`src/rtl/midi_message_transform_filter_assert.svh`:
```
// ----------------------------------------------------------------------------
// MIDI transform filter assertion macros
// Concurrent checks clocked on clk and disabled while rst_n is low.
// ----------------------------------------------------------------------------
`ifndef MIDI_MESSAGE_TRANSFORM_FILTER_ASSERT_SVH
`define MIDI_MESSAGE_TRANSFORM_FILTER_ASSERT_SVH

// same-cycle implication
`define MMTF_ASSERT_IMP(lbl, ante, cons) \
    lbl: assert property (@(posedge clk) disable iff (!rst_n) (ante) |-> (cons)) \
        else $error("mmtf assertion failed");

// next-cycle implication
`define MMTF_ASSERT_NXT(lbl, ante, cons) \
    lbl: assert property (@(posedge clk) disable iff (!rst_n) (ante) |=> (cons)) \
        else $error("mmtf assertion failed");

`endif

```
`src/rtl/mmtf_pkg.sv`:
```
// ----------------------------------------------------------------------------
// MIDI transform filter package
// Shared constants, item types and an arithmetic helper.
// ----------------------------------------------------------------------------
`default_nettype none

package mmtf_pkg;

    localparam int CHAN_COUNT     = 16;
    localparam int CHAN_W         = $clog2(CHAN_COUNT);
    localparam int GAIN_FRAC_BITS = 6;
    localparam int GAIN_W         = 8;
    localparam int CFG_IDX_W      = 3;
    localparam int CFG_DATA_W     = 64;

    localparam logic [7:0] DATA_MAX     = 8'd127;
    localparam logic [7:0] OCTAVE       = 8'd12;
    localparam logic [7:0] NOTE_TOP_LOW = DATA_MAX - OCTAVE + 8'd1;
    localparam logic [7:0] VOLUME_RESET = 8'd100;
    localparam logic [7:0] VOLUME_CTL   = 8'd7;
    localparam logic [3:0] DRUM_CHANNEL = 4'd9;
    localparam logic [63:0] GAIN_RESET  = 64'h4040_4040_4040_4040;

    localparam logic [3:0] KIND_NOTE_OFF = 4'h8;
    localparam logic [3:0] KIND_NOTE_ON  = 4'h9;
    localparam logic [3:0] KIND_CONTROL  = 4'hB;
    localparam logic [3:0] KIND_PROGRAM  = 4'hC;
    localparam logic [3:0] KIND_SYSTEM   = 4'hF;

    localparam logic [CFG_IDX_W-1:0] REG_PITCH_SHIFT = 3'd0;
    localparam logic [CFG_IDX_W-1:0] REG_MUTE_MASK   = 3'd1;
    localparam logic [CFG_IDX_W-1:0] REG_LOCK_MASK   = 3'd2;
    localparam logic [CFG_IDX_W-1:0] REG_GAIN_LOW    = 3'd3;
    localparam logic [CFG_IDX_W-1:0] REG_GAIN_HIGH   = 3'd4;

    typedef struct packed {
        logic       cmd;
        logic [7:0] status_byte;
        logic [7:0] first_data;
        logic [7:0] second_data;
        logic       discardable;
    } msg_t;

    typedef struct packed {
        logic [7:0] out_status;
        logic [7:0] out_first;
        logic [7:0] out_second;
        logic       accepted;
    } res_t;

    typedef struct packed {
        logic signed [6:0]     pitch_shift;
        logic [CHAN_COUNT-1:0] mute_mask;
        logic [CHAN_COUNT-1:0] lock_mask;
        logic [63:0]           gain_low;
        logic [63:0]           gain_high;
    } cfg_t;

    typedef struct packed {
        logic              en;
        logic [CHAN_W-1:0] addr;
        logic [7:0]        data;
    } vol_wr_t;

    // remainder by twelve through a reciprocal multiply, exact for x below 256
    function automatic logic [3:0] mod12(input logic [7:0] x);
        logic [15:0] p;
        logic [4:0]  q;
        logic [7:0]  r;
        p = 16'(x) * 16'd171;
        q = p[15:11];
        r = x - {q, 3'b000} - {1'b0, q, 2'b00};
        return r[3:0];
    endfunction

endpackage

`default_nettype wire

```
`src/rtl/mmtf_in_if.sv`:
```
// ----------------------------------------------------------------------------
// MIDI transform filter input channel
// Valid/ready channel carrying one message item.
// ----------------------------------------------------------------------------
`default_nettype none

interface mmtf_in_if;
    logic       valid;
    logic       ready;
    logic       cmd;
    logic [7:0] status_byte;
    logic [7:0] first_data;
    logic [7:0] second_data;
    logic       discardable;

    modport source (output valid, output cmd, output status_byte, output first_data,
                    output second_data, output discardable, input ready);
    modport sink   (input valid, input cmd, input status_byte, input first_data,
                    input second_data, input discardable, output ready);
endinterface

`default_nettype wire

```
`src/rtl/mmtf_out_if.sv`:
```
// ----------------------------------------------------------------------------
// MIDI transform filter result channel
// Valid/ready channel carrying one transformed message item.
// ----------------------------------------------------------------------------
`default_nettype none

interface mmtf_out_if;
    logic       valid;
    logic       ready;
    logic [7:0] out_status;
    logic [7:0] out_first;
    logic [7:0] out_second;
    logic       accepted;

    modport source (output valid, output out_status, output out_first, output out_second,
                    output accepted, input ready);
    modport sink   (input valid, input out_status, input out_first, input out_second,
                    input accepted, output ready);
endinterface

`default_nettype wire

```
`src/rtl/midi_message_transform_filter.sv`:
```
// ----------------------------------------------------------------------------
// MIDI message transform filter
// An accepted item is held in s1_item_reg, then its result in out_res_reg.
// Throughput: one item per cycle, bounded by the single read and write port
// of the volume memory; a stalled result blocks input only once the stage fills.
// Reset: config returns to defaults at once; volumes read as 100 until written,
// through per-channel valid bits, so no clearing pass is needed.
// ----------------------------------------------------------------------------
`default_nettype none

`include "midi_message_transform_filter_assert.svh"

module midi_message_transform_filter (
    input  wire logic                                clk,
    input  wire logic                                rst_n,
    mmtf_in_if.sink                                  msg,
    mmtf_out_if.source                               result,
    input  wire logic                                cfg_we,
    input  wire logic [mmtf_pkg::CFG_IDX_W-1:0]      cfg_idx,
    input  wire logic [mmtf_pkg::CFG_DATA_W-1:0]     cfg_data
);
    import mmtf_pkg::*;

    cfg_t     cfg_reg;
    cfg_t     cfg_next;
    logic     s1_valid_reg;
    logic     s1_valid_next;
    msg_t     s1_item_reg;
    logic     out_valid_reg;
    logic     out_valid_next;
    res_t     out_res_reg;
    logic     accept;
    logic     s1_adv;
    msg_t     in_item;
    res_t     xres;
    logic     vol_upd;
    logic [7:0] vol_data;
    logic [7:0] stored_vol;
    vol_wr_t  vol_wr;

    always_comb
    begin
        cfg_next = cfg_reg;
        if (cfg_we)
        begin
            unique case (cfg_idx)
                REG_PITCH_SHIFT: cfg_next.pitch_shift = signed'(cfg_data[6:0]);
                REG_MUTE_MASK:   cfg_next.mute_mask   = cfg_data[CHAN_COUNT-1:0];
                REG_LOCK_MASK:   cfg_next.lock_mask   = cfg_data[CHAN_COUNT-1:0];
                REG_GAIN_LOW:    cfg_next.gain_low    = cfg_data;
                REG_GAIN_HIGH:   cfg_next.gain_high   = cfg_data;
                default:         cfg_next = cfg_reg;
            endcase
        end
    end

    assign in_item = '{cmd:         msg.cmd,
                       status_byte: msg.status_byte,
                       first_data:  msg.first_data,
                       second_data: msg.second_data,
                       discardable: msg.discardable};

    assign s1_adv    = s1_valid_reg && (!out_valid_reg || result.ready);
    assign msg.ready = !s1_valid_reg || s1_adv;
    assign accept    = msg.valid && msg.ready;

    always_comb
    begin
        s1_valid_next = s1_valid_reg;
        if (accept)
        begin
            s1_valid_next = 1'b1;
        end
        else if (s1_adv)
        begin
            s1_valid_next = 1'b0;
        end
        out_valid_next = out_valid_reg;
        if (s1_adv)
        begin
            out_valid_next = 1'b1;
        end
        else if (result.ready)
        begin
            out_valid_next = 1'b0;
        end
    end

    always_ff @(posedge clk or negedge rst_n)
    begin
        if (!rst_n)
        begin
            cfg_reg.pitch_shift <= '0;
            cfg_reg.mute_mask   <= '0;
            cfg_reg.lock_mask   <= '0;
            cfg_reg.gain_low    <= GAIN_RESET;
            cfg_reg.gain_high   <= GAIN_RESET;
            s1_valid_reg        <= 1'b0;
            out_valid_reg       <= 1'b0;
        end
        else
        begin
            cfg_reg       <= cfg_next;
            s1_valid_reg  <= s1_valid_next;
            out_valid_reg <= out_valid_next;
        end
    end

    always_ff @(posedge clk)
    begin
        if (accept)
        begin
            s1_item_reg <= in_item;
        end
        if (s1_adv)
        begin
            out_res_reg <= xres;
        end
    end

    assign vol_wr.en   = s1_adv && vol_upd;
    assign vol_wr.addr = s1_item_reg.status_byte[CHAN_W-1:0];
    assign vol_wr.data = vol_data;

    mmtf_vol_mem u_vol_mem (
        .clk     (clk),
        .rst_n   (rst_n),
        .rd_en   (accept),
        .rd_addr (msg.status_byte[CHAN_W-1:0]),
        .wr      (vol_wr),
        .rd_data (stored_vol)
    );

    mmtf_xform u_xform (
        .item       (s1_item_reg),
        .cfg        (cfg_reg),
        .stored_vol (stored_vol),
        .res        (xres),
        .vol_upd    (vol_upd),
        .vol_data   (vol_data)
    );

    assign result.valid      = out_valid_reg;
    assign result.out_status = out_res_reg.out_status;
    assign result.out_first  = out_res_reg.out_first;
    assign result.out_second = out_res_reg.out_second;
    assign result.accepted   = out_res_reg.accepted;

    `MMTF_ASSERT_IMP(a_stall_blocks_input, s1_valid_reg && !s1_adv, !msg.ready)
    `MMTF_ASSERT_IMP(a_write_on_advance, vol_wr.en, s1_valid_reg && s1_adv)
    `MMTF_ASSERT_IMP(a_reject_zeroed, s1_adv && !xres.accepted,
                     xres.out_status == 8'd0 && xres.out_first == 8'd0 &&
                     xres.out_second == 8'd0)
    `MMTF_ASSERT_IMP(a_pass_status_kind, s1_adv && xres.accepted,
                     xres.out_status[7] && xres.out_status[7:4] != KIND_SYSTEM)
    `MMTF_ASSERT_NXT(a_advance_fills_output, s1_adv, out_valid_reg)

endmodule

`default_nettype wire

```
`src/rtl/mmtf_vol_mem.sv`:
```
// ----------------------------------------------------------------------------
// MIDI transform filter volume store
// Per-channel volume memory, registered read, write forwarding, valid bits.
// ----------------------------------------------------------------------------
`default_nettype none

module mmtf_vol_mem (
    input  wire logic                  clk,
    input  wire logic                  rst_n,
    input  wire logic                  rd_en,
    input  wire logic [mmtf_pkg::CHAN_W-1:0] rd_addr,
    input  wire mmtf_pkg::vol_wr_t     wr,
    output logic [7:0]                 rd_data
);
    import mmtf_pkg::*;

    logic [7:0]            mem [CHAN_COUNT];
    logic [CHAN_COUNT-1:0] vld_reg;
    logic [CHAN_COUNT-1:0] vld_next;
    logic [7:0]            q_reg;
    logic                  q_vld_reg;
    logic                  fwd_hit_reg;
    logic [7:0]            fwd_data_reg;

    always_ff @(posedge clk)
    begin
        if (wr.en)
        begin
            mem[wr.addr] <= wr.data;
        end
        if (rd_en)
        begin
            q_reg        <= mem[rd_addr];
            fwd_data_reg <= wr.data;
        end
    end

    always_comb
    begin
        vld_next = vld_reg;
        if (wr.en)
        begin
            vld_next[wr.addr] = 1'b1;
        end
    end

    always_ff @(posedge clk or negedge rst_n)
    begin
        if (!rst_n)
        begin
            vld_reg     <= '0;
            q_vld_reg   <= 1'b0;
            fwd_hit_reg <= 1'b0;
        end
        else
        begin
            vld_reg <= vld_next;
            if (rd_en)
            begin
                q_vld_reg   <= vld_reg[rd_addr];
                fwd_hit_reg <= wr.en && (wr.addr == rd_addr);
            end
        end
    end

    // forward a write that lands on the edge of the read
    assign rd_data = fwd_hit_reg ? fwd_data_reg : (q_vld_reg ? q_reg : VOLUME_RESET);

endmodule

`default_nettype wire

```
`src/rtl/mmtf_xform.sv`:
```
// ----------------------------------------------------------------------------
// MIDI transform filter message datapath
// Refresh rewrite, volume scaling, note transpose and reject decision.
// ----------------------------------------------------------------------------
`default_nettype none

module mmtf_xform (
    input  wire mmtf_pkg::msg_t  item,
    input  wire mmtf_pkg::cfg_t  cfg,
    input  wire logic [7:0]      stored_vol,
    output mmtf_pkg::res_t       res,
    output logic                 vol_upd,
    output logic [7:0]           vol_data
);
    import mmtf_pkg::*;

    logic [CHAN_W-1:0]  ch;
    logic [7:0]         st;
    logic [7:0]         d1;
    logic [7:0]         d2;
    logic [3:0]         kind;
    logic [127:0]       gain_all;
    logic [7:0]         gain;
    logic [15:0]        prod;
    logic [15:0]        scaled;
    logic signed [9:0]  n;
    logic [7:0]         wrap_x;
    logic [3:0]         wrap_r;
    logic [7:0]         note;
    logic               is_note;
    logic               reject;
    logic [7:0]         o1;
    logic [7:0]         o2;

    always_comb
    begin
        ch = item.status_byte[CHAN_W-1:0];
        if (item.cmd)
        begin
            st = {KIND_CONTROL, item.status_byte[3:0]};
            d1 = VOLUME_CTL;
            d2 = stored_vol;
        end
        else
        begin
            st = item.status_byte;
            d1 = item.first_data;
            d2 = item.second_data;
        end
        kind = st[7:4];

        gain_all = {cfg.gain_high, cfg.gain_low};
        gain     = gain_all[{ch, 3'b000} +: GAIN_W];
        prod     = 16'(d2) * 16'(gain);
        scaled   = prod >> GAIN_FRAC_BITS;

        n = signed'({2'b00, d1}) + 10'(cfg.pitch_shift);
        if (n > signed'({2'b00, DATA_MAX}))
        begin
            wrap_x = 8'(n - signed'({2'b00, NOTE_TOP_LOW}));
        end
        else
        begin
            wrap_x = 8'(n + 10'sd72);
        end
        wrap_r = mod12(wrap_x);
        if (n > signed'({2'b00, DATA_MAX}))
        begin
            note = NOTE_TOP_LOW + 8'(wrap_r);
        end
        else if (n < 10'sd0)
        begin
            note = 8'(wrap_r);
        end
        else
        begin
            note = n[7:0];
        end

        is_note  = (kind == KIND_NOTE_OFF) || (kind == KIND_NOTE_ON);
        vol_upd  = (kind == KIND_CONTROL) && (d1 == VOLUME_CTL);
        vol_data = d2;
        o1 = d1;
        o2 = d2;
        if (vol_upd)
        begin
            o2 = (scaled > 16'(DATA_MAX)) ? DATA_MAX : scaled[7:0];
        end
        else if (is_note && (item.status_byte[3:0] != DRUM_CHANNEL))
        begin
            o1 = note;
        end

        reject = !st[7] || (kind == KIND_SYSTEM) ||
                 (item.discardable && cfg.mute_mask[ch]) ||
                 (item.discardable && (kind == KIND_PROGRAM) && cfg.lock_mask[ch]);

        if (reject)
        begin
            res = '0;
        end
        else
        begin
            res.out_status = st;
            res.out_first  = o1;
            res.out_second = o2;
            res.accepted   = 1'b1;
        end
    end

endmodule

`default_nettype wire
```
`src/flat_wrapper.sv`:
```
// flat-port wrapper written by rule: the top's interface ports become plain ports
module midi_message_transform_filter_flat import mmtf_pkg::*;
  (clk, rst_n, cfg_we, cfg_idx, cfg_data, msg_valid, msg_cmd, msg_status_byte, msg_first_data, msg_second_data, msg_discardable, msg_ready, result_valid, result_out_status, result_out_first, result_out_second, result_accepted, result_ready);
  mmtf_in_if msg_i ();
  mmtf_out_if result_i ();
  input  wire logic clk;
  input  wire logic rst_n;
  input  wire logic cfg_we;
  input  wire logic [mmtf_pkg::CFG_IDX_W-1:0] cfg_idx;
  input  wire logic [mmtf_pkg::CFG_DATA_W-1:0] cfg_data;
  input wire logic [$bits(msg_i.valid)-1:0] msg_valid;
  input wire logic [$bits(msg_i.cmd)-1:0] msg_cmd;
  input wire logic [$bits(msg_i.status_byte)-1:0] msg_status_byte;
  input wire logic [$bits(msg_i.first_data)-1:0] msg_first_data;
  input wire logic [$bits(msg_i.second_data)-1:0] msg_second_data;
  input wire logic [$bits(msg_i.discardable)-1:0] msg_discardable;
  output wire logic [$bits(msg_i.ready)-1:0] msg_ready;
  output wire logic [$bits(result_i.valid)-1:0] result_valid;
  output wire logic [$bits(result_i.out_status)-1:0] result_out_status;
  output wire logic [$bits(result_i.out_first)-1:0] result_out_first;
  output wire logic [$bits(result_i.out_second)-1:0] result_out_second;
  output wire logic [$bits(result_i.accepted)-1:0] result_accepted;
  input wire logic [$bits(result_i.ready)-1:0] result_ready;
  assign msg_i.valid = msg_valid;
  assign msg_i.cmd = msg_cmd;
  assign msg_i.status_byte = msg_status_byte;
  assign msg_i.first_data = msg_first_data;
  assign msg_i.second_data = msg_second_data;
  assign msg_i.discardable = msg_discardable;
  assign msg_ready = msg_i.ready;
  assign result_valid = result_i.valid;
  assign result_out_status = result_i.out_status;
  assign result_out_first = result_i.out_first;
  assign result_out_second = result_i.out_second;
  assign result_accepted = result_i.accepted;
  assign result_i.ready = result_ready;
  midi_message_transform_filter u_core (.clk(clk), .rst_n(rst_n), .msg(msg_i), .result(result_i), .cfg_we(cfg_we), .cfg_idx(cfg_idx), .cfg_data(cfg_data));
endmodule
```
`config.mk`:
```
export PLATFORM = sky130hd
export DESIGN_NAME = midi_message_transform_filter_flat
export DESIGN_NICKNAME = d
export VERILOG_FILES = /design/src/rtl/mmtf_pkg.sv /design/src/rtl/mmtf_in_if.sv /design/src/rtl/mmtf_out_if.sv /design/src/rtl/midi_message_transform_filter.sv /design/src/rtl/mmtf_vol_mem.sv /design/src/rtl/mmtf_xform.sv /design/src/flat_wrapper.sv
export VERILOG_INCLUDE_DIRS = /design/src /design/src/rtl
export SDC_FILE = /design/constraint.sdc
export NUM_CORES = 1
export LEC_CHECK = 0
export ABC_CLOCK_PERIOD_IN_PS = 15300
export BUFFER_PORTS_ARGS = -buffer_cell sky130_fd_sc_hd__buf_2
export CORE_ASPECT_RATIO = 1.4
export CORE_MARGIN = 1
export CORE_UTILIZATION = 51
export CTS_BUF_LIST = sky130_fd_sc_hd__clkbuf_4 sky130_fd_sc_hd__clkbuf_8
export DETAILED_ROUTE_END_ITERATION = 10
export GPL_ROUTABILITY_DRIVEN = 0
export PLACE_DENSITY = 0.77
export SYNTH_ARGS = -nofsm -noshare
export SYNTH_HDL_FRONTEND = slang
export SYNTH_SLANG_ARGS = --single-unit
```
`constraint.sdc`:
```
create_clock -name clk -period 15.3 [get_ports clk]
set_input_delay 0.765 -clock clk [delete_from_list [all_inputs] [get_ports clk]]
set_output_delay 0.765 -clock clk [all_outputs]
set_load 0.1 [all_outputs]
```
==> flow_summary.json, run 1 <==
{
  "portBuffers": 124,
  "crit_path_start": "u_core.s1_item_reg[25]$_DFFE_PP_",
  "postSynth.topFlopCell": "sky130_fd_sc_hd__edfxtp_1",
  "critical_path_class": "reg -> reg",
  "setup_repair_after_global_routing_missed_its_margin": "no",
  "largest_register_ffs": 167,
  "final.fill_count": 2916,
  "critical_path.max_fanout": 29,
  "timing.critical_path.slowest_stage_cell": "sky130_fd_sc_hd__edfxtp_1",
  "worst_r2r_path_depth": 37,
  "die_x_um": 167.3,
  "initial_core_util_pct": 51.84,
  "viasPerCell": 5.861,
  "ys_warn_count": 0,
  "multi_input_area_um2": 8418,
  "synth_enable_flop_cells": 195,
  "cts_resized": 0,
  "crit_path_frequent_cell": "sky130_fd_sc_hd__ha_1",
  "postSynthNetCount": 1535,
  "share_of_final_layout_standard_cells_stronger_than_drive_strength_1_pct": 36.65,
  "synth_cell_type_count": 73,
  "global_route.usage.total_pct": 22.94,
  "max_slew.worst_pin.slew_ps": 1084,
  "synth_area_per_cell_um2": 14.88,
  "routed-via-count": 11600,
  "finalHoldWorstSlack_ps": 95.18,
  "timing.clock.skew_ps": 55.38,
  "violation_count_after_the_first_detailed_route_iteration": 732,
  "timing.reg2reg.setup_slack_ps": 5020,
  "placeableCoreArea_um2": 37630,
  "synth_top_cell_by_area": "sky130_fd_sc_hd__edfxtp_1",
  "ctsHtreeMaxLevel": 2,
  "finalSetupTns_ps": 0,
  "fin_max_slew_vios": 0,
  "netlist.area_leader.share_pct": 30.02,
  "layout_worst_path_cycle_share_pct": 67.19,
  "final_instance_count_without_filler_cells": 1980,
  "worstSkewPairLatency_ps": 650,
  "synth.ff_latch_count": 382,
  "place_hpwl_um": 30030,
  "layout_commonest_cell": "sky130_fd_sc_hd__edfxtp_1",
  "placement_row_count": 84,
  "critPathBufInv": 3,
  "number_of_antenna_violations_at_the_first_check_in_global_routing": 4,
  "area_delta_synth_final_pct": 11.95,
  "tritoncts.num_buffers": 56,
  "setup_viol": 0,
  "detail_route.wl_per_cell_um": 21.70,
  "synthesis.area_um2": 19510,
  "drt.antenna.violating_nets": 0,
  "fin_crit_ps": 10280,
  "clock_path_buffers": 3,
  "grt_residual_overflow": 0,
  "first_global_vias": 12570,
  "final_hold_viol_count": 0,
  "cts.repair_timing.setup_buffer_count": 0,
  "finalNetCount": 1689,
  "yosysSeqAreaShare_pct": 54.11,
  "wl_um": 42970,
  "ff_latch_area_um2": 10560,
  "drc": 0,
  "detailedRoute.firstPassIterationCount": 6,
  "numClockSinks": 382,
  "run_status": "finished clean",
  "timing.hold.worst.class": "in -> async",
  "critical_path.reg2reg.endpoint": "u_core.result.out_first[3]$_SDFFCE_PN0P_",
  "hold_buffers": 0,
  "arrival_ps": 10670,
  "floorplan.io_pins": 125,
  "die_height_um": 233.4,
  "utilization_pct": 58.04,
  "slew-limit-headroom_pct": 27.59,
  "path_delay_family": "compound AO/OA/AOI/OAI gates",
  "worst-endpoint-required_ps": 15690,
  "cap_viol_max_count": 0,
  "fraction_of_registers_with_async_set_reset_pct": 48.95,
  "ctsRootBufferMaster": "sky130_fd_sc_hd__clkbuf_8",
  "post_synth_inst_count": 1311,
  "fmax_mhz": 97.27,
  "grt_max_degree": 74,
  "placed_cells": 1880,
  "regToRegStartpoint": "u_core.s1_item_reg[25]$_DFFE_PP_",
  "dieArea_um2": 39040,
  "critPathMaxStageDelay_ps": 980,
  "critical_path.startpoint_type": "register",
  "cp-end-kind": "register",
  "layout_common_cells": "sky130_fd_sc_hd__edfxtp_1 (195), sky130_fd_sc_hd__mux2_2 (171), sky130_fd_sc_hd__dfrtp_1 (171)",
  "tritoncts": "done",
  "first_pass_grt_wire_length_um": 68610,
  "clk_pin_slew_worst_paths_ps": 70,
  "synthTopCellsByArea": "sky130_fd_sc_hd__edfxtp_1 (30%), sky130_fd_sc_hd__dfrtp_1 (22%), sky130_fd_sc_hd__mux4_2 (10%)"
}
-- stage by stage --
step	worst slack, ps	cell area (µm²)
after detailed placement	5034	20720
after global placement	5645	20720
after CTS	5048	21830
after floorplan	6284	19510
after global routing	4327	21840
final	5020	21840
-- Yosys cell counts, types with 7 or more instances --
cell and instances:
sky130_fd_sc_hd__dfrtp_1 171, sky130_fd_sc_hd__nor2_1 46, sky130_fd_sc_hd__a21oi_1 26, sky130_fd_sc_hd__nand3_1 11
sky130_fd_sc_hd__or2_2 20, sky130_fd_sc_hd__a31oi_1 8, sky130_fd_sc_hd__o221a_1 7, sky130_fd_sc_hd__nand2_1 54
sky130_fd_sc_hd__xnor2_1 21, sky130_fd_sc_hd__edfxtp_1 195, sky130_fd_sc_hd__nor3_1 12, sky130_fd_sc_hd__o21ai_0 21
sky130_fd_sc_hd__dfstp_2 16, sky130_fd_sc_hd__a21o_1 8, sky130_fd_sc_hd__mux2_2 171, sky130_fd_sc_hd__nor2b_1 11
sky130_fd_sc_hd__nand2b_1 11, sky130_fd_sc_hd__inv_1 94, sky130_fd_sc_hd__mux4_2 90, sky130_fd_sc_hd__xor2_1 7
sky130_fd_sc_hd__ha_1 79, sky130_fd_sc_hd__buf_1 10, sky130_fd_sc_hd__and2_1 39, sky130_fd_sc_hd__clkbuf_1 36
sky130_fd_sc_hd__fa_1 47
-- worst max-delay path by stage --
stage | cells after the start | endpoint | slack, ps
3_3_place_gp | 37 | u_core.result.out_first[3]$_SDFFCE_PN0P_ | 5650
2_1_floorplan | 40 | u_core.result.out_first[3]$_SDFFCE_PN0P_ | 6280
4_1_cts | 37 | u_core.result.out_first[3]$_SDFFCE_PN0P_ | 5050
5_1_grt | 37 | u_core.result.out_first[3]$_SDFFCE_PN0P_ | 4330
6_report | 37 | u_core.result.out_first[3]$_SDFFCE_PN0P_ | 5020
3_5_place_dp | 37 | u_core.result.out_first[3]$_SDFFCE_PN0P_ | 5030
-- kinds of logic (layout without fill, tap and decap cells) --
family / after synthesis / after routing / share of synthesized area [%]
other: 0 / 1 / 0
multiplexers: 268 / 268 / 20.87
buffers and inverters: 146 / 341 / 2.874
AND/OR/NAND/NOR: 245 / 245 / 6.652
adder cells (fa/ha/maj): 126 / 126 / 9.891
AO/OA/AOI/OAI: 115 / 115 / 4.221
XOR/XNOR: 29 / 29 / 1.379
flip-flops: 382 / 382 / 54.11
-- per-layer routing --
metal | GRT usage [%] | part of all wire (%) | vias up
met5 | 0 | 0.081 | -
met4 | 9.490 | 3.7 | 6
met3 | 4.422 | 5.8 | 93
met1 | 27.16 | 39 | 5946
li1 | - | - | 5182
met2 | 40.91 | 52 | 377
-- final cells by class --
class                   count  area share [%]
repair buffers            147           3.661
diodes                      1         0.01146
clock buffers              82           4.595
multi-input cells         783           38.55
inverters                  95           1.633
clock inverters            17          0.5042
well taps                 473           2.710
flip-flops and latches    382           48.34
Power of run 1 is left out: the tool's default activity adds up to more than one toggle a clock period on the data nets, which glitch-free logic cannot reach.
==> run 2, diff against run 1 <==
--- a/config.mk
+++ b/config.mk
@@ -6,7 +6,8 @@
 export SDC_FILE = /design/constraint.sdc
 export NUM_CORES = 1
 export LEC_CHECK = 0
-export ABC_CLOCK_PERIOD_IN_PS = 15300
+export ABC_AREA = 1
+export ABC_CLOCK_PERIOD_IN_PS = 10700
 export BUFFER_PORTS_ARGS = -buffer_cell sky130_fd_sc_hd__buf_2
 export CORE_ASPECT_RATIO = 1.4
 export CORE_MARGIN = 1
==> constraint.sdc (replaced) <==
create_clock -name clk -period 10.7 [get_ports clk]
set_input_delay 0.535 -clock clk [delete_from_list [all_inputs] [get_ports clk]]
set_output_delay 0.535 -clock clk [all_outputs]
set_load 0.1 [all_outputs]
==> run 2 against run 1 <==
  * Sequential cell count is the same
  * Non-clock buffer count down 14
  * Global-route usage grew 2.8 points
  * Via count grew 31%
  * First-iteration DRC count increased by 110%
  * Synthesized cell count up 54%
  * Sequential share of layout area increased by 0.13 points
  * Area after synthesis is 0.48% higher
  * Register-to-register slack lost 2900 ps
==> flow_summary.json, run 2 <==
{
  "placement_row_count": 84,
  "layout_common_cells": "sky130_fd_sc_hd__nand2_1 (432), sky130_fd_sc_hd__inv_1 (250), sky130_fd_sc_hd__o21ai_0 (239)",
  "synth_area_per_cell_um2": 9.698,
  "ctsRootBufferMaster": "sky130_fd_sc_hd__clkbuf_8",
  "ctsHtreeMaxLevel": 2,
  "synthesis.area_um2": 19600,
  "fin_max_slew_vios": 0,
  "synthMostInstantiatedCell": "sky130_fd_sc_hd__nand2_1",
  "grt_residual_overflow": 0,
  "crit_path_frequent_cell": "sky130_fd_sc_hd__nand2_1",
  "placed_cells": 2541,
  "wl_um": 49730,
  "critPathMaxStageDelay_ps": 910,
  "synth.ff_latch_count": 382,
  "layout_commonest_cell": "sky130_fd_sc_hd__nand2_1",
  "largest_register_ffs": 167,
  "tritoncts.num_buffers": 56,
  "cts_resized": 0,
  "p_per_area_nw_per_um2": 298.4,
  "cp-end-kind": "register",
  "number_of_antenna_violations_at_the_first_check_in_global_routing": 3,
  "clk_pin_slew_worst_paths_ps": 60,
  "p_leak_uw": 0.01017,
  "worst_ir_drop_vdd_uv": 648.4,
  "share_of_final_layout_standard_cells_stronger_than_drive_strength_1_pct": 13.21,
  "first_global_vias": 15170,
  "drc": 0,
  "critical_path.max_fanout": 27,
  "final_instance_count_without_filler_cells": 2649,
  "floorplan.io_pins": 125,
  "critical_path_class": "reg -> reg",
  "postSynthNetCount": 2245,
  "numClockSinks": 382,
  "timing.critical_path.slowest_stage_cell": "sky130_fd_sc_hd__edfxtp_1",
  "global_route.usage.total_pct": 25.77,
  "timing.hold.worst.class": "in -> async",
  "placeableCoreArea_um2": 37730,
  "yosysSeqAreaShare_pct": 53.85,
  "die_height_um": 234.0,
  "area_delta_synth_final_pct": 11.11,
  "placed_area_um2": 20550,
  "finalNetCount": 2350,
  "portBuffers": 124,
  "cap_viol_max_count": 0,
  "routed-via-count": 15170,
  "netlist.area_leader.share_pct": 29.88,
  "slew-limit-headroom_pct": 22.31,
  "fin_crit_ps": 8606,
  "cts.repair_timing.setup_buffer_count": 0,
  "synthTopCellsByArea": "sky130_fd_sc_hd__edfxtp_1 (30%), sky130_fd_sc_hd__dfrtp_1 (22%), sky130_fd_sc_hd__nand2_1 (8.3%)",
  "tritoncts": "done",
  "timing.clock.skew_ps": 13.05,
  "final_hold_viol_count": 0,
  "max_slew.worst_pin.slew_ps": 1164,
  "fraction_of_registers_with_async_set_reset_pct": 48.95,
  "grt_max_degree": 129,
  "fmax_mhz": 116.2,
  "critical_path.startpoint_type": "register",
  "ys_top_cells_by_count": "sky130_fd_sc_hd__nand2_1 (432), sky130_fd_sc_hd__inv_1 (251), sky130_fd_sc_hd__o21ai_0 (239), sky130_fd_sc_hd__edfxtp_1 (195), sky130_fd_sc_hd__dfrtp_1 (171)",
  "setup_viol": 0,
  "first_pass_grt_wire_length_um": 78960,
  "postLayoutCellArea_um2": 21780,
  "worstSkewPairLatency_ps": 620,
  "setup_repair_after_global_routing_missed_its_margin": "no",
  "hold_buffers": 0,
  "detailedRoute.firstPassIterationCount": 5,
  "layout_worst_path_cycle_share_pct": 80.43,
  "arrival_ps": 9090,
  "detail_route.wl_per_cell_um": 18.77,
  "total_power_uw": 6498,
  "ys_warn_count": 0,
  "place_hpwl_um": 34460,
  "synth_top_cell_by_area": "sky130_fd_sc_hd__edfxtp_1",
  "dieArea_um2": 39230,
  "clock_path_buffers": 3,
  "postSynth.topFlopCell": "sky130_fd_sc_hd__edfxtp_1",
  "worst-endpoint-required_ps": 11180,
  "finalHoldWorstSlack_ps": 47.37,
  "synth_cell_type_count": 47,
  "synth_enable_flop_cells": 195,
  "drt.antenna.violating_nets": 0,
  "viasPerCell": 5.728,
  "run_status": "finished clean",
  "post_synth_inst_count": 2021,
  "die_x_um": 167.7,
  "finalSetupTns_ps": 0,
  "initial_core_util_pct": 51.95,
  "violation_count_after_the_first_detailed_route_iteration": 1534
}
==> run 2: cell count changes after synthesis, sizes merged, moves of 23 or more <==
cell / delta
clkbuf: +26
o221ai: +23
and2: -38
nand2: +388
nor2: +113
mux2: -171
nand3: +41
mux4: -93
inv: +161
o21ai: +218
a22oi: +69
==> run 2: final timing paths <==
| check | start | endpoint | slack (ps) | depth (start not counted) |
|---|---|---|---|---|
| setup / recovery | u_core.s1_item_reg[25]$_DFFE_PP_ | u_core.result.out_first[5]$_SDFFCE_PN0P_ | 2090 | 41 |
| hold / removal | rst_n | u_core.cfg_reg[106]$_DFFE_PN0P_ | 50 | 1 |
| setup reg to reg | u_core.s1_item_reg[25]$_DFFE_PP_ | u_core.result.out_first[5]$_SDFFCE_PN0P_ | 2090 | 41 |
| hold reg to reg | u_core.u_vol_mem.vld_reg[15]$_DFFE_PN0P_ | u_core.u_vol_mem.vld_reg[15]$_DFFE_PN0P_ | 460 | 2 |
| max in group asynchronous | rst_n | u_core.s1_valid_reg$_DFFE_PN0P_ | 9010 | 2 |
| min in group clk | msg_second_data[3] | u_core.s1_item_reg[4]$_DFFE_PP_ | 100 | 1 |
==> run 2: logic make-up after synthesis <==
| group | share of synthesized area (%) |
|---|---|
| XOR/XNOR | 0.6256 |
| buffers and inverters | 6.811 |
| flip-flops | 53.85 |
| AO/OA/AOI/OAI | 12.86 |
| adder cells (fa/ha/maj) | 9.844 |
| AND/OR/NAND/NOR | 14.78 |
| multiplexers | 1.226 |
==> run 2: stage by stage <==
stage	utilization, %	setup WS, ps
final	57.72	2095
after global routing	57.71	1311
after CTS	57.70	2185
after detailed placement	54.47	2239
after global placement	54.47	2563
after floorplan	-	3761
==> run 2: critical path, delay by kind of cell (launching register included) <==
family | cells | cell delay (ps)
buffers and inverters | 9 | 860
flip-flops | 1 | 910
AND/OR/NAND/NOR | 17 | 1860
adder cells (fa/ha/maj) | 9 | 3130
XOR/XNOR | 1 | 150
AO/OA/AOI/OAI | 5 | 1530
==> run 2: area by class of cell <==
class | instances | area (µm²)
Timing Repair Buffer | 133 | 694.4
Clock inverter | 20 | 178.9
Fill cell | 3111 | 15950
Multi-Input combinational cell | 1293 | 7735
Tap cell | 473 | 591.8
Sequential cell | 382 | 10560
Antenna cell | 3 | 7.507
Clock buffer | 85 | 1039
Inverter | 260 | 975.9
==> run 2: power breakdown <==
| part | leakage (µW) | switching [µW] | internal [µW] | total [µW] |
|---|---|---|---|---|
| Sequential | 0.00410 | 93.6 | 1740 | 1830 |
| Combinational | 0.00541 | 2140 | 1270 | 3410 |
| Clock | 0.000648 | 560 | 695 | 1250 |
| Total | 0.0102 | 2800 | 3700 | 6500 |
==> run 2: routing by layer <==
layer / wire [µm] / vias to the layer above / global-route usage [%]
met2: 24570 / 639 / 44.23
met1: 19500 / 7349 / 31.41
met4: 2418 / 2 / 13.90
met5: 10 / - / 0
li1: - / 7021 / -
met3: 3228 / 163 / 3.949
(Power assumes the default switching activity.)
==> run 3, diff against run 2 <==
--- a/config.mk
+++ b/config.mk
@@ -7,7 +7,7 @@
 export NUM_CORES = 1
 export LEC_CHECK = 0
 export ABC_AREA = 1
-export ABC_CLOCK_PERIOD_IN_PS = 10700
+export ABC_CLOCK_PERIOD_IN_PS = 8800
 export BUFFER_PORTS_ARGS = -buffer_cell sky130_fd_sc_hd__buf_2
 export CORE_ASPECT_RATIO = 1.4
 export CORE_MARGIN = 1
==> constraint.sdc (replaced) <==
create_clock -name clk -period 8.8 [get_ports clk]
set_input_delay 0.44 -clock clk [delete_from_list [all_inputs] [get_ports clk]]
set_output_delay 0.44 -clock clk [all_outputs]
set_load 0.1 [all_outputs]
==> run 3 against run 2 <==
  * Clock power rose by 17%
  * Die area stayed put
  * Sequential cell count did not move
  * Highest routed layer unchanged
==> flow_summary.json, run 3 (synthesis results as in run 2) <==
{
  "portBuffers": 124,
  "die_height_um": 234.0,
  "p_per_area_nw_per_um2": 353.6,
  "timing.hold.worst.class": "in -> reg",
  "layout_common_cells": "sky130_fd_sc_hd__nand2_1 (432), sky130_fd_sc_hd__inv_1 (250), sky130_fd_sc_hd__o21ai_0 (239)",
  "clock_path_buffers": 3,
  "p_leak_uw": 0.01022,
  "worstSkewPairLatency_ps": 630,
  "clk_pin_slew_worst_paths_ps": 70,
  "first_pass_grt_wire_length_um": 78470,
  "fin_crit_ps": 8084,
  "critical_path.startpoint_type": "register",
  "layout_commonest_cell": "sky130_fd_sc_hd__nand2_1",
  "run_status": "finished clean",
  "dieArea_um2": 39230,
  "ctsHtreeMaxLevel": 2,
  "placeableCoreArea_um2": 37730,
  "drc": 0,
  "ctsRootBufferMaster": "sky130_fd_sc_hd__clkbuf_8",
  "first_global_vias": 15170,
  "placed_cells": 2542,
  "drt.antenna.violating_nets": 0,
  "viasPerCell": 5.659,
  "place_hpwl_um": 33770,
  "min-delay-start": "msg_first_data[1]",
  "detailedRoute.firstPassIterationCount": 6,
  "regToRegStartpoint": "u_core.s1_item_reg[25]$_DFFE_PP_",
  "timing.clock.skew_ps": 34.08,
  "critical_path_class": "reg -> reg",
  "hold_end": "u_core.s1_item_reg[10]$_DFFE_PP_",
  "placement_row_count": 84,
  "routed-via-count": 15090,
  "tritoncts": "done",
  "final.fill_count": 3146,
  "timing.critical_path.slowest_stage_cell": "sky130_fd_sc_hd__edfxtp_1",
  "arrival_ps": 8580,
  "grt_max_degree": 129,
  "setup_viol": 0,
  "cts.repair_timing.setup_buffer_count": 0,
  "final_instance_count_without_filler_cells": 2667,
  "die_x_um": 167.7,
  "number_of_antenna_violations_at_the_first_check_in_global_routing": 3,
  "area_delta_synth_final_pct": 11.78,
  "critical_path.max_fanout": 14,
  "worst_ir_drop_vdd_uv": 464.5,
  "finalNetCount": 2370,
  "wl_um": 49260,
  "layout_worst_path_cycle_share_pct": 91.86,
  "cap_viol_max_count": 0,
  "numClockSinks": 382,
  "worst_r2r_path_depth": 40,
  "largest_register_ffs": 167,
  "crit_path_frequent_cell": "sky130_fd_sc_hd__nand2_1",
  "critPathMaxStageDelay_ps": 730,
  "fin_max_slew_vios": 0,
  "utilization_pct": 58.06,
  "grt_residual_overflow": 0,
  "tritoncts.num_buffers": 55,
  "cp-end-kind": "register",
  "detail_route.wl_per_cell_um": 18.47,
  "timing.reg2reg.setup_slack_ps": 720,
  "worst-endpoint-required_ps": 9300,
  "violation_count_after_the_first_detailed_route_iteration": 1336,
  "fmax_mhz": 123.7,
  "share_of_final_layout_standard_cells_stronger_than_drive_strength_1_pct": 13.18,
  "final_hold_viol_count": 0,
  "critical_path.reg2reg.endpoint": "u_core.result.out_first[4]$_SDFFCE_PN0P_",
  "slew-limit-headroom_pct": 19.15,
  "worst_hold_path.num_cells": 1,
  "max_slew.worst_pin.slew_ps": 1211,
  "global_route.usage.total_pct": 25.58,
  "initial_core_util_pct": 51.95,
  "floorplan.io_pins": 125
}
run 3: changes by cell type in the layout (fill, tap and decap cells not counted), moves of 2 or more:
cell                            before  now
sky130_fd_sc_hd__clkinv_1           11    9
sky130_fd_sc_hd__inv_6               0    2
sky130_fd_sc_hd__clkbuf_8           64   60
sky130_fd_sc_hd__bufinv_16           3    1
sky130_fd_sc_hd__clkbuf_4           21   25
sky130_fd_sc_hd__dlygate4sd3_1       0   20
run 3: area by class of cell:
type / count / area, µm² / area share [%]
flip-flops and latches: 382 / 10560 / 48.18
multi-input cells: 1293 / 7739 / 35.32
clock buffers: 85 / 1013 / 4.626
inverters: 260 / 975.9 / 4.455
repair buffers: 154 / 902.1 / 4.118
well taps: 473 / 591.8 / 2.701
clock inverters: 18 / 126.4 / 0.5768
diodes: 2 / 5.005 / 0.02284
run 3: timing repair:
action / in CTS / in global routing
resized for setup: 0 / 1
endpoints found under the setup margin: 0 / 4
endpoints found under the hold margin: 89 / 0
hold buffers: 20 / 0
run 3: where the power goes:
group | switching, µW | internal, µW
clock network | 688 | 768
logic | 2540 | 1530
registers | 114 | 2110
run 3: worst max-delay path by stage:
| stage | startpoint | endpoint | slack (ps) |
|---|---|---|---|
| final | u_core.s1_item_reg[25]$_DFFE_PP_ | u_core.result.out_first[4]$_SDFFCE_PN0P_ | 720 |
| after floorplan | u_core.s1_item_reg[25]$_DFFE_PP_ | u_core.result.out_first[4]$_SDFFCE_PN0P_ | 1860 |
| after detailed placement | u_core.s1_item_reg[25]$_DFFE_PP_ | u_core.result.out_first[4]$_SDFFCE_PN0P_ | 580 |
| after global placement | u_core.s1_item_reg[25]$_DFFE_PP_ | u_core.result.out_first[5]$_SDFFCE_PN0P_ | 900 |
| after CTS | u_core.s1_item_reg[25]$_DFFE_PP_ | u_core.result.out_first[4]$_SDFFCE_PN0P_ | 540 |
| after global routing | u_core.s1_item_reg[25]$_DFFE_PP_ | u_core.result.out_first[4]$_SDFFCE_PN0P_ | -50 |
run 3: through the flow:
stage / worst slack (ps) / TNS (ps) / total power, µW / hold slack (ps) / area (µm²)
2_1_floorplan: 1861 / 0 / 5312 / 144.4 / 19600
3_3_place_gp: 902.0 / 0 / 6029 / 438.7 / 20560
3_5_place_dp: 575.1 / 0 / 6235 / 448.3 / 20560
4_1_cts: 544.3 / 0 / 7745 / 1.023 / 21900
5_1_grt: -53.27 / -90.18 / 8539 / 18.93 / 21910
6_report: 716.4 / 0 / 7746 / 39.80 / 21910
run 3: per-layer routing:
layer | vias to the layer above | track usage, % | wire length, µm
met1 | 7246 | 30.99 | 19500
li1 | 7056 | - | -
met3 | 171 | 3.527 | 2878
met2 | 618 | 44.26 | 24300
met4 | 2 | 14.13 | 2571
met5 | - | 0 | 13
run 3: worst max-delay path: cells and delay by family, from the launching register on:
| family | cells | cell delay (ps) |
|---|---|---|
| buf+inv | 8 | 720 |
| fa+ha+maj | 9 | 3140 |
| xor+xnor | 1 | 200 |
| simple gates | 17 | 1790 |
| compound gates | 5 | 1370 |
| flops | 1 | 730 |
